## config.mk

```make
export PLATFORM = sky130hd
export DESIGN_NAME = pcb_fifo
export DESIGN_NICKNAME = d
export VERILOG_FILES = /design/src/hdl/pcb_fifo.sv
export SDC_FILE = /design/constraint.sdc
export NUM_CORES = 1
export LEC_CHECK = 0
export ABC_CLOCK_PERIOD_IN_PS = 1440
export BUFFER_PORTS_ARGS = -buffer_cell sky130_fd_sc_hd__buf_2
export CAP_MARGIN = 20
export CORE_MARGIN = 1
export CORE_UTILIZATION = 44
export DETAILED_ROUTE_END_ITERATION = 8
export PLACE_DENSITY = 0.84
export SETUP_SLACK_MARGIN = 0.5
export SYNTH_ARGS = -nofsm -noshare
export SYNTH_HDL_FRONTEND = slang
export SYNTH_SLANG_ARGS = --single-unit
```

## constraint.sdc

```tcl
create_clock -name clk -period 1.44 [get_ports clk]
set_input_delay 0.144 -clock clk [delete_from_list [all_inputs] [get_ports clk]]
set_output_delay 0.144 -clock clk [all_outputs]
set_load 0.02 [all_outputs]
```

## src/hdl/pcb_fifo.sv

```systemverilog
// Small register queue used between front and back and on the result side.
// Depends on nothing.
`timescale 1ns / 1ps
`default_nettype none

module pcb_fifo #(
    parameter int WIDTH = 8,
    parameter int DEPTH = 2
) (
    input  wire logic             clk,
    input  wire logic             rst_n,
    input  wire logic             wr_en,
    input  wire logic [WIDTH-1:0] wr_data,
    output logic                  full,
    input  wire logic             rd_en,
    output logic [WIDTH-1:0]      rd_data,
    output logic                  empty
);

    localparam int PW = (DEPTH > 1) ? $clog2(DEPTH) : 1;
    localparam int CW = $clog2(DEPTH + 1);

    logic [WIDTH-1:0] mem_reg [DEPTH];
    logic [PW-1:0]    wr_ptr_reg, wr_ptr_next;
    logic [PW-1:0]    rd_ptr_reg, rd_ptr_next;
    logic [CW-1:0]    cnt_reg, cnt_next;
    logic             do_wr, do_rd;

    assign full    = (cnt_reg == CW'(DEPTH));
    assign empty   = (cnt_reg == '0);
    assign rd_data = mem_reg[rd_ptr_reg];
    assign do_wr   = wr_en && !full;
    assign do_rd   = rd_en && !empty;

    // pointer and count update
    always_comb
    begin
        wr_ptr_next = wr_ptr_reg;
        rd_ptr_next = rd_ptr_reg;
        cnt_next    = cnt_reg;
        if (do_wr)
        begin
            wr_ptr_next = (wr_ptr_reg == PW'(DEPTH - 1)) ? '0 : wr_ptr_reg + 1'b1;
        end
        if (do_rd)
        begin
            rd_ptr_next = (rd_ptr_reg == PW'(DEPTH - 1)) ? '0 : rd_ptr_reg + 1'b1;
        end
        if (do_wr && !do_rd)
            cnt_next = cnt_reg + 1'b1;
        else if (do_rd && !do_wr)
            cnt_next = cnt_reg - 1'b1;
    end

    always_ff @(posedge clk or negedge rst_n)
    begin
        if (!rst_n)
        begin
            wr_ptr_reg <= '0;
            rd_ptr_reg <= '0;
            cnt_reg    <= '0;
        end
        else
        begin
            wr_ptr_reg <= wr_ptr_next;
            rd_ptr_reg <= rd_ptr_next;
            cnt_reg    <= cnt_next;
        end
    end

    // storage
    always_ff @(posedge clk)
    begin
        if (do_wr)
            mem_reg[wr_ptr_reg] <= wr_data;
    end

endmodule

`default_nettype wire

```

==> flow_metrics.env <==
export IMPL_hold_violations=0
export IMPL_gp_congestion=0.638
export IMPL_dieArea_sq_mm=0.00195
export IMPL_synthFlopType="edfxtp_1"
export IMPL_gr_total_overflow=0
export IMPL_min_period_ps=1440
export IMPL_rows=14
export IMPL_clock_sinks=20
export IMPL_rsz0062_at_grt="true"
export IMPL_insertion_delay_ps=290
export IMPL_async_reset_ff_share_pct=20.0
export IMPL_synth_commonest_cells="16 x edfxtp_1, 6 x mux2_1, 4 x dfrtp_1"
export IMPL_seqCellArea_sq_um=584
export IMPL_combPwrFrac_pct=53.7
export IMPL_fp_dieW_um=44.2
export IMPL_seq_power_share_pct=35.0
export IMPL_cts_buffers=3
export IMPL_netlist_cell_type_count=15
export IMPL_yosys_top_cells_area="edfxtp_1 61%, dfrtp_1 13%, mux2_1 8.6%"
export IMPL_nets=95
export IMPL_cp_start_kind="flop"
export IMPL_vdd_ir_drop_max_v=0.00135
export IMPL_grt_pass1_wl_um=2130
export IMPL_grt_pass1_vias=480
export IMPL_synthCells=44
export IMPL_finalSetupViolations=0
export IMPL_drc=4
export IMPL_p_int_mw=1.83
export IMPL_io_buffers=21
export IMPL_utilization_pct=78.2
export IMPL_relSlewSlack_pct=84.4
export IMPL_area_growth_pct=57.6
export IMPL_cp_required_ps=1300
export IMPL_avgSynthCellArea_sq_um=17.8
export IMPL_track_usage_pct=15.6
export IMPL_synth_edf_count=16
export IMPL_core_area_sq_mm=0.00158
export IMPL_max_cap_violations=0
export IMPL_wire_per_inst_um=14.9
export IMPL_diodes=0
export IMPL_netlist_area_leader_share_pct=61.4
export IMPL_ys_seq_area_share_pct=74.2
export IMPL_n_fill_cell=93
export IMPL_start_util_pct=49.6
export IMPL_via_per_inst=5.03
export IMPL_clk_transition_reported_paths_ps=110
export IMPL_ios=22
export IMPL_htree_levels=1
export IMPL_switching_share_pct=32.8
export IMPL_outcome="finished, violations left"
export IMPL_hp_class="in2reg"
export IMPL_drt_first_pass_iters=5
export IMPL_multiInputGateArea_sq_um=283
export IMPL_synth_area_sq_um=782
export IMPL_synth_warnings=0
export IMPL_largest_reg_flops=16
export IMPL_cts_root_buffer="clkbuf_4"
export IMPL_yosysMostFrequentCell="edfxtp_1"
export IMPL_power_leakage_nw=0.527
export IMPL_cts_buffer_depth=2
export IMPL_cellPowerDensity_mw_per_mm2=2210
export IMPL_slew_viol_final=0
export IMPL_routed_wl_um=1450
export IMPL_antenna_found_initial=0
export IMPL_violations="design-rule violations"
export IMPL_vias=488
export IMPL_cp_end_kind="primary output"
export IMPL_ys_ff_latch=20
export IMPL_syn_nets=57
export IMPL_max_freq_ghz=0.697
export IMPL_worst_slew_pin_slew_ps=233
export IMPL_pwr_share_clk_pct=11.3
export IMPL_cts_tree="built"
export IMPL_cp_arrival_ps=1290
export IMPL_ant_nets=0
export IMPL_place_area_sq_um=958
export IMPL_crit_fanout=5
export IMPL_switching_power_mw=0.891
export IMPL_post_route_period_util_pct=99.7
export IMPL_drtIter0Drc=7
export IMPL_skew_ps=7.20
export IMPL_drive_gt1_share_pct=72.8
export IMPL_crit_type="reg2out"
export IMPL_whs_ps=36.3
export IMPL_fin_area_sq_mm=0.00123
export IMPL_grt_max_degree=12
export IMPL_synth_top_area_cell="edfxtp_1"
export IMPL_die_h_um=44.2
==> per-layer routing <==
metal  global-route usage, %  up-vias  share of wire [%]  wire length, um
met5                       0        -                  0                0
met2                    25.3       16                 55              796
met3                    5.31        4                4.8               70
met1                    18.7      236                 38              556
met4                    7.88        0                1.7               25
li1                        -      232                  -                -
==> power groups by stage <==
stage	combinational, mW	sequential (mW)	clock, mW
final	1.46	0.950	0.307
after global routing	1.54	0.966	0.327
after CTS	1.29	0.928	0.311
after detailed placement	0.825	0.979	0
after global placement	0.802	0.972	0
after floorplan	0.713	0.900	0
==> cell type report <==
class / instances / area share [%]
flip-flops and latches: 20 / 47.4
well taps: 16 / 1.62
inverters: 2 / 0.609
multi-input cells: 21 / 22.9
repair buffers: 34 / 24.5
clock buffers: 4 / 2.94
==> layout by cell type (no fill, tap or decap), drive strengths merged <==
master	instances
buf	33
edfxtp	16
mux2	8
clkbuf	4
dfrtp	4
nor2	3
xnor2	3
inv	2
xor2	2
nand2b	1
nand2	1
o21ai	1
and3	1
ha	1
dlygate4sd3	1
==> kinds of logic (layout without fill, tap and decap cells) <==
family / count (synthesis) / in the layout / share of synthesized area, %
DFF: 20 / 20 / 74.2
muxes: 8 / 8 / 11.5
and+or+nand+nor: 6 / 6 / 3.84
xor gates and xnor gates: 5 / 5 / 6.56
buffers and inverters: 3 / 40 / 1.60
adders and majority gates: 1 / 1 / 1.60
AOI/OAI and AO/OA: 1 / 1 / 0.639
==> critical path, cell delays in order, from the launching register on <==
cell and delay [ps]:
dfrtp_2 430, buf_6 140, mux2_4 300, buf_6 130
==> final timing paths <==
| kind | from | endpoint | slack [ps] | depth (start not counted) |
|---|---|---|---|---|
| setup / recovery | rd_ptr_reg | rd_data[7] | 5 | 3 |
| hold / removal | wr_data[5] | mem_reg[0][5] | 40 | 1 |
| setup reg to reg | cnt_reg[1] | mem_reg[0][1] | 70 | 6 |
| hold reg to reg | cnt_reg[1] | cnt_reg[1] | 590 | 1 |
| max in group asynchronous | rst_n | rd_ptr_reg | 1130 | 2 |
| min in group asynchronous | rst_n | cnt_reg[0] | 180 | 2 |
==> what timing repair did <==
action	CTS	global route
pin swaps	4	4
hold endpoints to repair	4	0
resized for setup	33	9
endpoints found under the setup margin	29	29
hold buffers	1	0
buffers inserted	8	3
==> through the flow <==
step / std cells / worst slack, ps / power, mW / setup TNS [ps]
after floorplan: 44 / 139 / 1.61 / 0
after global placement: 81 / 91.0 / 1.77 / 0
after detailed placement: 81 / 60.0 / 1.80 / 0
after CTS: 94 / 12.0 / 2.53 / 0
after global routing: 97 / -27.5 / 2.84 / -173
final: 97 / 4.58 / 2.72 / 0
Power figures use the tool's default switching activity.
